File: src/design/mswd_pkg.sv
// Shared types and codes for the multi-slot watchdog monitor.
`default_nettype none

package mswd_pkg;

  localparam int TIME_W = 32;
  localparam int KIND_W = 2;
  localparam int STATUS_W = 2;
  localparam int SLOT_FIELD_W = 3;
  localparam int MASK_W = 8;

  localparam logic [KIND_W-1:0] KIND_REGISTER = 2'd0;
  localparam logic [KIND_W-1:0] KIND_FEED = 2'd1;
  localparam logic [KIND_W-1:0] KIND_CHECK = 2'd2;

  localparam logic [STATUS_W-1:0] ST_OK = 2'd0;
  localparam logic [STATUS_W-1:0] ST_FULL = 2'd1;
  localparam logic [STATUS_W-1:0] ST_UNREGISTERED = 2'd2;

endpackage

`default_nettype wire

File: src/design/multi_slot_watchdog_monitor.sv
// Top level of the multi-slot watchdog monitor.
`default_nettype none

// Keeps SLOTS software watchdog slots, handed out in order from slot 0. An item is
// transferred at a clock edge with start high and busy low; every item gives exactly one
// result, shown for one cycle with done high, and the receiver cannot hold it off.
// Register, feed and unused-kind items need no walk: the result appears in the
// cycle after the transfer and busy stays low, so the next item can follow at once. A
// check item walks the registered slots one per cycle through a single subtract/compare
// unit fed from the slot memories (one registered read per cycle); busy stays high
// through the walk, and done rises in the same cycle that busy falls. A check
// with no registered slot answers in the next cycle. Only slots 0 to 7 show in
// new_timeouts; higher slots are still tracked.
module multi_slot_watchdog_monitor
  import mswd_pkg::*;
#(
  parameter int SLOTS = 8
) (
  input  wire logic                    clk,
  input  wire logic                    rst,
  input  wire logic                    start,
  output logic                         busy,
  input  wire logic [KIND_W-1:0]       kind,
  input  wire logic [TIME_W-1:0]       now_ms,
  input  wire logic [TIME_W-1:0]       limit_ms,
  input  wire logic [SLOT_FIELD_W-1:0] slot_index,
  output logic                         done,
  output logic [STATUS_W-1:0]          status,
  output logic [SLOT_FIELD_W-1:0]      assigned_slot,
  output logic [MASK_W-1:0]            new_timeouts
);

  localparam int IDX_W = (SLOTS > 1) ? $clog2(SLOTS) : 1;
  localparam int CNT_W = $clog2(SLOTS + 1);
  localparam int CMP_W = (CNT_W > SLOT_FIELD_W) ? CNT_W : SLOT_FIELD_W;

  typedef enum logic {
    S_IDLE,
    S_WALK
  } state_t;

  state_t state;

  logic [CNT_W-1:0]  reg_count;
  logic [SLOTS-1:0]  expired;
  logic [CNT_W-1:0]  ptr;
  logic              chk_vld;
  logic [IDX_W-1:0]  chk_idx;
  logic [TIME_W-1:0] now_q;

  logic [TIME_W-1:0] slot_timeout [SLOTS];
  logic [TIME_W-1:0] last_feed_time [SLOTS];
  logic [TIME_W-1:0] tmo_rd;
  logic [TIME_W-1:0] feed_rd;

  logic              accept;
  logic              table_full;
  logic              feed_ok;
  logic [CMP_W-1:0]  idx_ext;
  logic [CMP_W-1:0]  cnt_ext;
  logic              tmo_we;
  logic              feed_we;
  logic [IDX_W-1:0]  wr_addr;
  logic              rd_en;
  logic              unit_expired;
  logic              chk_hit;
  logic [MASK_W-1:0] hit_mask;

  assign busy = (state == S_WALK);
  assign accept = start && !busy;

  assign table_full = (reg_count == CNT_W'(SLOTS));
  assign idx_ext = CMP_W'(slot_index);
  assign cnt_ext = CMP_W'(reg_count);
  assign feed_ok = idx_ext < cnt_ext;

  assign tmo_we = accept && (kind == KIND_REGISTER) && !table_full;
  assign feed_we = tmo_we || (accept && (kind == KIND_FEED) && feed_ok);
  assign wr_addr = (kind == KIND_REGISTER) ? reg_count[IDX_W-1:0] : idx_ext[IDX_W-1:0];

  assign rd_en = (state == S_WALK) && (ptr < reg_count);

  // Slot memories: one write port, one registered read port.
  always_ff @(posedge clk) begin
    if (tmo_we) begin
      slot_timeout[wr_addr] <= limit_ms;
    end
    if (feed_we) begin
      last_feed_time[wr_addr] <= now_ms;
    end
    if (rd_en) begin
      tmo_rd <= slot_timeout[ptr[IDX_W-1:0]];
      feed_rd <= last_feed_time[ptr[IDX_W-1:0]];
    end
  end

  mswd_expiry_unit u_expiry (
    .now_ms    (now_q),
    .last_feed (feed_rd),
    .limit     (tmo_rd),
    .expired   (unit_expired)
  );

  assign chk_hit = chk_vld && unit_expired && !expired[chk_idx];

  always_comb begin
    for (int j = 0; j < MASK_W; j++) begin
      hit_mask[j] = chk_hit && (32'(chk_idx) == j);
    end
  end

  always_ff @(posedge clk) begin
    if (rst) begin
      state <= S_IDLE;
      done <= 1'b0;
      reg_count <= '0;
      expired <= '0;
      chk_vld <= 1'b0;
    end else begin
      done <= 1'b0;
      case (state)
        S_IDLE: begin
          if (accept) begin
            status <= ST_OK;
            assigned_slot <= '0;
            new_timeouts <= '0;
            case (kind)
              KIND_REGISTER: begin
                done <= 1'b1;
                if (table_full) begin
                  status <= ST_FULL;
                end else begin
                  assigned_slot <= SLOT_FIELD_W'(reg_count);
                  expired[reg_count[IDX_W-1:0]] <= 1'b0;
                  reg_count <= CNT_W'(reg_count + 1'b1);
                end
              end
              KIND_FEED: begin
                done <= 1'b1;
                if (feed_ok) begin
                  expired[idx_ext[IDX_W-1:0]] <= 1'b0;
                end else begin
                  status <= ST_UNREGISTERED;
                end
              end
              KIND_CHECK: begin
                now_q <= now_ms;
                ptr <= '0;
                chk_vld <= 1'b0;
                if (reg_count == '0) begin
                  done <= 1'b1;
                end else begin
                  state <= S_WALK;
                end
              end
              default: begin
                done <= 1'b1;
              end
            endcase
          end
        end
        S_WALK: begin
          // read of slot ptr overlaps the compare of the slot read last cycle
          chk_vld <= rd_en;
          chk_idx <= ptr[IDX_W-1:0];
          if (rd_en) begin
            ptr <= CNT_W'(ptr + 1'b1);
          end
          if (chk_hit) begin
            expired[chk_idx] <= 1'b1;
            new_timeouts <= new_timeouts | hit_mask;
          end
          if (!rd_en && !chk_vld) begin
            done <= 1'b1;
            state <= S_IDLE;
          end
        end
        default: begin
          state <= S_IDLE;
        end
      endcase
    end
  end

  a_count_bound: assert property (@(posedge clk) disable iff (rst)
    reg_count <= CNT_W'(SLOTS))
    else $error("slot count beyond table size");

  a_check_walks: assert property (@(posedge clk) disable iff (rst)
    accept && (kind == KIND_CHECK) && (reg_count != '0) |=> busy && !done)
    else $error("check with registered slots did not walk the table");

  a_error_clean: assert property (@(posedge clk) disable iff (rst)
    done && (status != ST_OK) |-> (assigned_slot == '0) && (new_timeouts == '0))
    else $error("error result carries slot or mask bits");

  a_walk_in_range: assert property (@(posedge clk) disable iff (rst)
    chk_vld |-> busy && (CNT_W'(chk_idx) < reg_count))
    else $error("compare on a slot outside the registered range");

endmodule

`default_nettype wire

File: src/design/mswd_expiry_unit.sv
// Shared elapsed-time unit: wrapping subtract and strict compare against a timeout.
`default_nettype none

module mswd_expiry_unit
  import mswd_pkg::*;
(
  input  wire logic [TIME_W-1:0] now_ms,
  input  wire logic [TIME_W-1:0] last_feed,
  input  wire logic [TIME_W-1:0] limit,
  output logic                   expired
);

  logic [TIME_W-1:0] elapsed;

  assign elapsed = now_ms - last_feed;
  assign expired = elapsed > limit;

endmodule

`default_nettype wire

File: config.mk
export PLATFORM = sky130hd
export DESIGN_NAME = multi_slot_watchdog_monitor
export DESIGN_NICKNAME = d
export VERILOG_FILES = /design/src/design/mswd_pkg.sv /design/src/design/multi_slot_watchdog_monitor.sv /design/src/design/mswd_expiry_unit.sv
export SDC_FILE = /design/constraint.sdc
export NUM_CORES = 1
export LEC_CHECK = 0
export BUFFER_PORTS_ARGS = -buffer_cell sky130_fd_sc_hd__buf_2
export CAP_MARGIN = 20
export CORE_ASPECT_RATIO = 1.75
export CORE_UTILIZATION = 60
export CTS_CLUSTER_SIZE = 20
export DETAILED_ROUTE_END_ITERATION = 12
export MAX_ROUTING_LAYER = met4
export PLACE_DENSITY = 0.86
export SYNTH_ARGS = -nofsm -noshare
export SYNTH_HDL_FRONTEND = slang
export SYNTH_SLANG_ARGS = --single-unit
File: constraint.sdc
create_clock -name clk -period 7.7 [get_ports clk]
set_clock_uncertainty 0.05 [all_clocks]
set_input_delay 0.385 -clock clk [delete_from_list [all_inputs] [get_ports clk]]
set_output_delay 0.385 -clock clk [all_outputs]
set_load 0.05 [all_outputs]
==> results of run 1 <==
repair_timing:
item | 4_1_cts | 5_1_grt
setup endpoints to repair | 0 | 0
hold buffers | 20 | 0
resized for setup | 0 | 0
hold endpoints to repair | 147 | 0
cell families after synthesis:
family / count (synthesis)
flip-flops: 643
adder cells (fa/ha/maj): 72
multiplexers: 197
AND/OR/NAND/NOR: 168
buffers and inverters: 121
AO/OA/AOI/OAI: 148
XOR/XNOR: 28
sequential cells by signal, indices dropped and copies added, names as in the netlist:
name and cells:
assigned_slot 3, busy 1, chk_idx 3, chk_vld 1, cnt_ext 4, done 1, expired 8, feed_rd 32
last_feed_time 256, new_timeouts 8, now_q 32, ptr 4, slot_timeout 256, status 2, tmo_rd 32
critical path: cells and delay by family (launching register included):
family	cells	cell delay, ns
simple gates	7	1.72
compound gates	7	1.32
fa+ha+maj	3	0.84
flops	1	0.36
mux	1	0.20
buf+inv	2	0.13
layout make-up:
| cell class | count | area share, % |
|---|---|---|
| Antenna cell | 6 | 0.0507 |
| Clock buffer | 60 | 4.57 |
| Clock inverter | 38 | 1.45 |
| Inverter | 77 | 0.976 |
| Multi-Input combinational cell | 613 | 23.0 |
| Sequential cell | 643 | 64.7 |
| Tap cell | 566 | 2.39 |
| Timing Repair Buffer | 132 | 2.86 |
per-layer routing:
layer	global-route usage (%)	vias to the layer above	wire [um]
met2	47.3	518	31100
met1	29.3	6881	20000
li1	-	5818	-
met5	-	-	0
met3	2.99	145	2470
met4	13.8	0	2560
metrics by stage:
stage	cells	total power [mW]	setup slack (ns)	utilization, %	area (sq um)
CTS	2128	6.89	2.71	68.2	29600
detailed placement	2010	4.16	2.76	63.6	27600
finish	2135	6.87	2.71	68.3	29600
global route	2135	7.03	2.23	68.3	29600
global placement	2010	4.14	2.88	63.6	27600
floorplan	1377	4.06	3.37	-	26300
power by group:
part	switching, mW	internal [mW]
sequential	0.00947	3.87
clock	1.26	1.52
combinational	0.138	0.0789
worst max-delay path by stage:
stage | from | endpoint | slack [ns] | cells after the start
6_report | now_q[0] | new_timeouts[1] | 2.71 | 20
5_1_grt | now_q[0] | new_timeouts[1] | 2.23 | 20
4_1_cts | now_q[0] | new_timeouts[1] | 2.71 | 20
3_5_place_dp | now_q[0] | new_timeouts[1] | 2.76 | 20
3_3_place_gp | now_q[0] | new_timeouts[5] | 2.88 | 20
2_1_floorplan | now_q[0] | new_timeouts[0] | 3.37 | 20
layout by cell type, fill, tap and decap left out, drive strengths merged, types with 18 or more instances in the layout:
cell type and count:
a21o 24, nor2 49, clkbuf 60, ha 71
inv 85, mux2 64, dlygate4sd3 20, edfxtp 628
clkinv 18, buf 112, nand2 40, xnor2 20
o21ai 26, a21oi 47, mux4 130
==> results.txt, run 1 <==
top post-synthesis cells by area = edfxtp_1, mux4_2, ha_1, mux2_2, dfxtp_1
syn avg cell area = 19.1 sq um
Storage cell area = 19200 sq um
Final Hold Viols = 0
reg-to-reg startpoint = now_q[0]
Final Slew Violations = 0
max-capacitance violation count = 0
hold endpoint = slot_timeout[1][4]
Post-Synth Adder-Cell Area = 3.45%
aggregate routed wire length = 56100 um
FF-to-FF End = new_timeouts[1]
largest family of logic cells by synthesized area = multiplexers
crit path DAT = 5.17 ns
period utilisation layout = 64.8%
Critical Path RT = 7.88 ns
# setup viols final = 0
Vias = 13362
type of the worst setup path = reg2reg
synth warn = 0
total I/O pin count = 87
Crit Path Max Fanout = 8
Fmax = 200 MHz
row count = 101
pin count of the biggest net entering global routing = 69
WHS Path Cells = 1
DIE WIDTH = 160 um
Initial DRC Count = 1061
Post-synth top flop = edfxtp_1
area occupied by multi-input gates = 6800 sq um
Root Driver = clkbuf_16
most numerous cell in the Yosys netlist = edfxtp_1
worst reg2reg setup slack = 2.71 ns
full die area = 44800 sq um
starting density of the core = 60.7%
Max Buffers Root-to-Sink = 3
Worst setup SP type = register
Crit. End Element = register
gr usage total = 26.5%
Layout Nets = 1664
Crit-path slowest cell = nor2_1
hold path startpoint = limit_ms[4]
Unique masters post-synth = 65
share of layout cells above drive strength 1 = 27.2%
slowest stage delay, CP = 0.54 ns
TritonRoute pass-1 iters = 5
multiplexer area fraction after synthesis = 14.0%
Netlist Area Pre-Place = 26300 sq um
Num CTS Buffers = 53
vias in the first global route = 14253
xor-xnor portion of the synthesized cell area = 0.932%
compound-gate portion of the synthesized area = 3.84%
Relative slew margins = 25.2%
outcome = complete, no violations
Clock Pin Slew Worst Setup and Hold Paths = 0.07 ns
H-tree depth = 2
Post-route DRC = 0
global-route wire length before repair = 84500 um
Leak = 10.1 nW
post-route ant nets = 0
initial antenna violation count = 6
post-synthesis to final-layout area growth = 12.4%
Clock Latency Late Sink = 0.61 ns
Power Dens Cells = 232 nW/um^2
setup bufs post-CTS = 0
Congestion Overflow GR = 0
Synth async-reset ratio = 0%
Sink Count = 643
via density per instance = 6.26
Filler cells = 2560
Max IR drop VDD = 0.200 mV
Yosys top cell area share = 71.6%
Synth area leader = edfxtp_1
CP Cell Sequence = inv_1, ha_1, inv_1, fa_1, a21oi_1, nand4b_1, a211oi_2, o21ai_1, a31oi_2, a41oi_1, mux2i_1, nand3_1, ha_1, and4_1, or3b_1, nor2_1, o21ai_2, nand2_1, a21oi_1, nor2_1
minimum hold slack = 0.00652 ns
Post-synth top cells = edfxtp_1, mux4_2, inv_1
register area share after synthesis = 72.8%
die height = 279 um
EDFF count, synth = 628
post-DP HPWL = 32900 um
Post-Synthesis Cells = 1377
Hold Crit Class = in2reg
CTS tree = yes
Syn Nets = 1521
RSZ-0062 raised after global routing = false
Slew @ Worst Pin = 1.12 ns
placer's final routability congestion estimate = 0.911
WL/cell = 26.3 um
Synth Register Bits = 643
Core Area = 43300 sq um
count of input and output buffers = 86
R2R depth = 20
Simple-Gate Fraction of Synth Area = 3.22%
Total Neg Setup Slack = 0 ns
min Tclk post-route = 4.99 ns
Power figures use the tool's default switching activity.
==> run 2, diff against run 1 <==
==> constraint.sdc (replaced) <==
create_clock -name clk -period 4.8 [get_ports clk]
set_clock_uncertainty 0.05 [all_clocks]
set_input_delay 0.24 -clock clk [delete_from_list [all_inputs] [get_ports clk]]
set_output_delay 0.24 -clock clk [all_outputs]
set_load 0.05 [all_outputs]
==> run 2 against run 1 <==
  * First-iteration DRC count down 9.4%
  * Final area rose by 1.3%
  * Sequential cell count stayed put
  * Sequential power rose by 60%
  * Cell count up 1.6%
  * Die area did not move
  * Wire length shrank 1.2%
  * Sequential share of layout area decreased by 0.85 points
==> results.txt, run 2 (synthesis results as in run 1) <==
Clock Pin Slew Worst Setup and Hold Paths = 0.07 ns (about the same)
Placed Cells = 2009 (-0.050%)
period utilisation layout = 96.5% (+32 points)
Num CTS Buffers = 51 (-3.8%)
Core Area = 43300 sq um (unchanged)
Finished Core Util = 69.2% (+0.91 points)
row count = 101 (unchanged)
Final Hold Viols = 0 (unchanged)
# setup viols final = 0 (unchanged)
type of the worst setup path = reg2reg
Largest regs = last_feed_time (256), slot_timeout (256)
Leak = 10.2 nW (+1.7%)
gr usage total = 26.4% (-0.11 points)
Root Driver = clkbuf_16
count of input and output buffers = 86 (unchanged)
placer's final routability congestion estimate = 0.933 (+2.5%)
Crit Path Max Fanout = 8 (unchanged)
total I/O pin count = 87 (unchanged)
max-capacitance violation count = 0 (unchanged)
Critical Path RT = 5.10 ns (-2.78 ns)
Filler cells = 2545 (-0.59%)
initial antenna violation count = 2 (-4)
Max IR drop VDD = 0.411 mV (+110%)
Initial DRC Count = 961 (-9.4%)
DIE WIDTH = 160 um (unchanged)
minimum hold slack = 0.0388 ns (+0.0323 ns)
die height = 279 um (unchanged)
Sink Count = 643 (unchanged)
full die area = 44800 sq um (unchanged)
Worst setup SP type = register
Placement Cell Area = 27600 sq um (+0.11%)
TritonRoute pass-1 iters = 5 (unchanged)
Power Dens Cells = 364 nW/um^2 (+57%)
Hold Crit Class = in2reg
crit path DAT = 4.93 ns (-0.24 ns)
Vias = 13482 (+0.90%)
Pwr Total = 10.9 mW (+59%)
Final Slew Violations = 0 (unchanged)
global-route wire length before repair = 84800 um (+0.28%)
outcome = complete, no violations
post-DP HPWL = 32900 um (about the same)
most frequent cells in the layout = edfxtp_1, mux4_2, buf_2
most common cell after layout, fill and taps aside = edfxtp_1
pin count of the biggest net entering global routing = 132 (+91%)
Layout Nets = 1706 (+2.5%)
Congestion Overflow GR = 0 (unchanged)
WL/cell = 25.5 um (-2.8%)
Slew @ Worst Pin = 1.07 ns (-0.0483 ns)
Worst Setup Slack, final = 0.169 ns (-2.54 ns)
CTS tree = yes
Max Buffers Root-to-Sink = 3 (unchanged)
Total Neg Setup Slack = 0 ns (unchanged)
H-tree depth = 2 (unchanged)
aggregate routed wire length = 55400 um (-1.2%)
starting density of the core = 60.7% (unchanged)
Crit. End Element = register
post-place setup slack = 0.173 ns (-2.58 ns)
final non-filler cell total = 2169 (+1.6%)
Relative slew margins = 28.4% (+3.2 points)
Clock Latency Late Sink = 0.59 ns (-0.02 ns)
min Tclk post-route = 4.63 ns (-0.359 ns)
via density per instance = 6.22 (-0.68%)
post-route ant nets = 0 (unchanged)
post-synthesis to final-layout area growth = 13.9%
Fmax = 216 MHz (+7.8%)
fin area = 30000 sq um (+1.3%)
Post-route DRC = 0 (unchanged)
vias in the first global route = 14460 (+1.5%)
share of layout cells above drive strength 1 = 26.5% (-0.65 points)
## run 2: cell count changes in the layout (fill, tap and decap cells not counted), sizes merged
| cell | previous run | this run |
|---|---|---|
| buf | 112 | 111 |
| clkinv | 18 | 19 |
| clkinvlp | 5 | 1 |
| dlygate4sd3 | 20 | 65 |
| bufinv | 7 | 8 |
| diode | 6 | 2 |
| clkbuf | 60 | 59 |
| inv | 85 | 82 |
## run 2: path summary, 6_finish.rpt
kind                    from               to  slack [ns]  cells after the start
setup / recovery  feed_rd[1]  new_timeouts[6]        0.17                     20
hold / removal         start          chk_vld        0.04                      4
setup reg to reg  feed_rd[1]  new_timeouts[6]        0.17                     20
hold reg to reg   expired[5]       expired[5]        0.42                      2
## run 2: worst max-delay path: stages (launching register included)
cell and delay, ns:
edfxtp_1 0.36, inv_1 0.11, ha_1 0.24, nor2b_1 0.15, o31a_1 0.29, o21ba_2 0.26
o21ai_1 0.17, a21boi_0 0.14, o21a_1 0.18, nor2_1 0.11, xnor2_1 0.17, ha_1 0.27
and3_1 0.19, a221o_1 0.34, a221oi_1 0.33, o21ai_1 0.22, o21ai_2 0.29, nand2_1 0.10
a21oi_1 0.16, nor2_1 0.05, buf_4 0.19
## run 2: layout make-up
cell class	instances	area (sq um)	area share [%]
Antenna cell	2	5.00	0.0167
Clock buffer	59	1310	4.35
Clock inverter	33	398	1.33
Inverter	77	289	0.964
Multi-Input combinational cell	613	6820	22.8
Sequential cell	643	19200	63.9
Tap cell	566	708	2.36
Timing Repair Buffer	176	1310	4.35
## run 2: where the power goes
part / total (mW) / internal (mW) / switching (mW)
Clock: 4.33 / 2.40 / 1.93
Combinational: 0.379 / 0.151 / 0.228
Sequential: 6.21 / 6.20 / 0.0149
Total: 10.9 / 8.75 / 2.17
## run 2: routing by layer
layer  vias to the layer above  GRT usage, %  wire length [um]
li1                       5892             -                 -
met1                      6890          29.7             19800
met2                       537          46.1             30200
met3                       163          3.22              2600
met4                         0          14.3              2750
met5                         -             -                 0
## run 2: timing repair
item                       in CTS  in global routing
setup buffers                   0                  1
setup endpoints to repair       0                 23
hold endpoints to repair      546                  0
hold buffers                   65                  0
gates resized for setup         0                  6
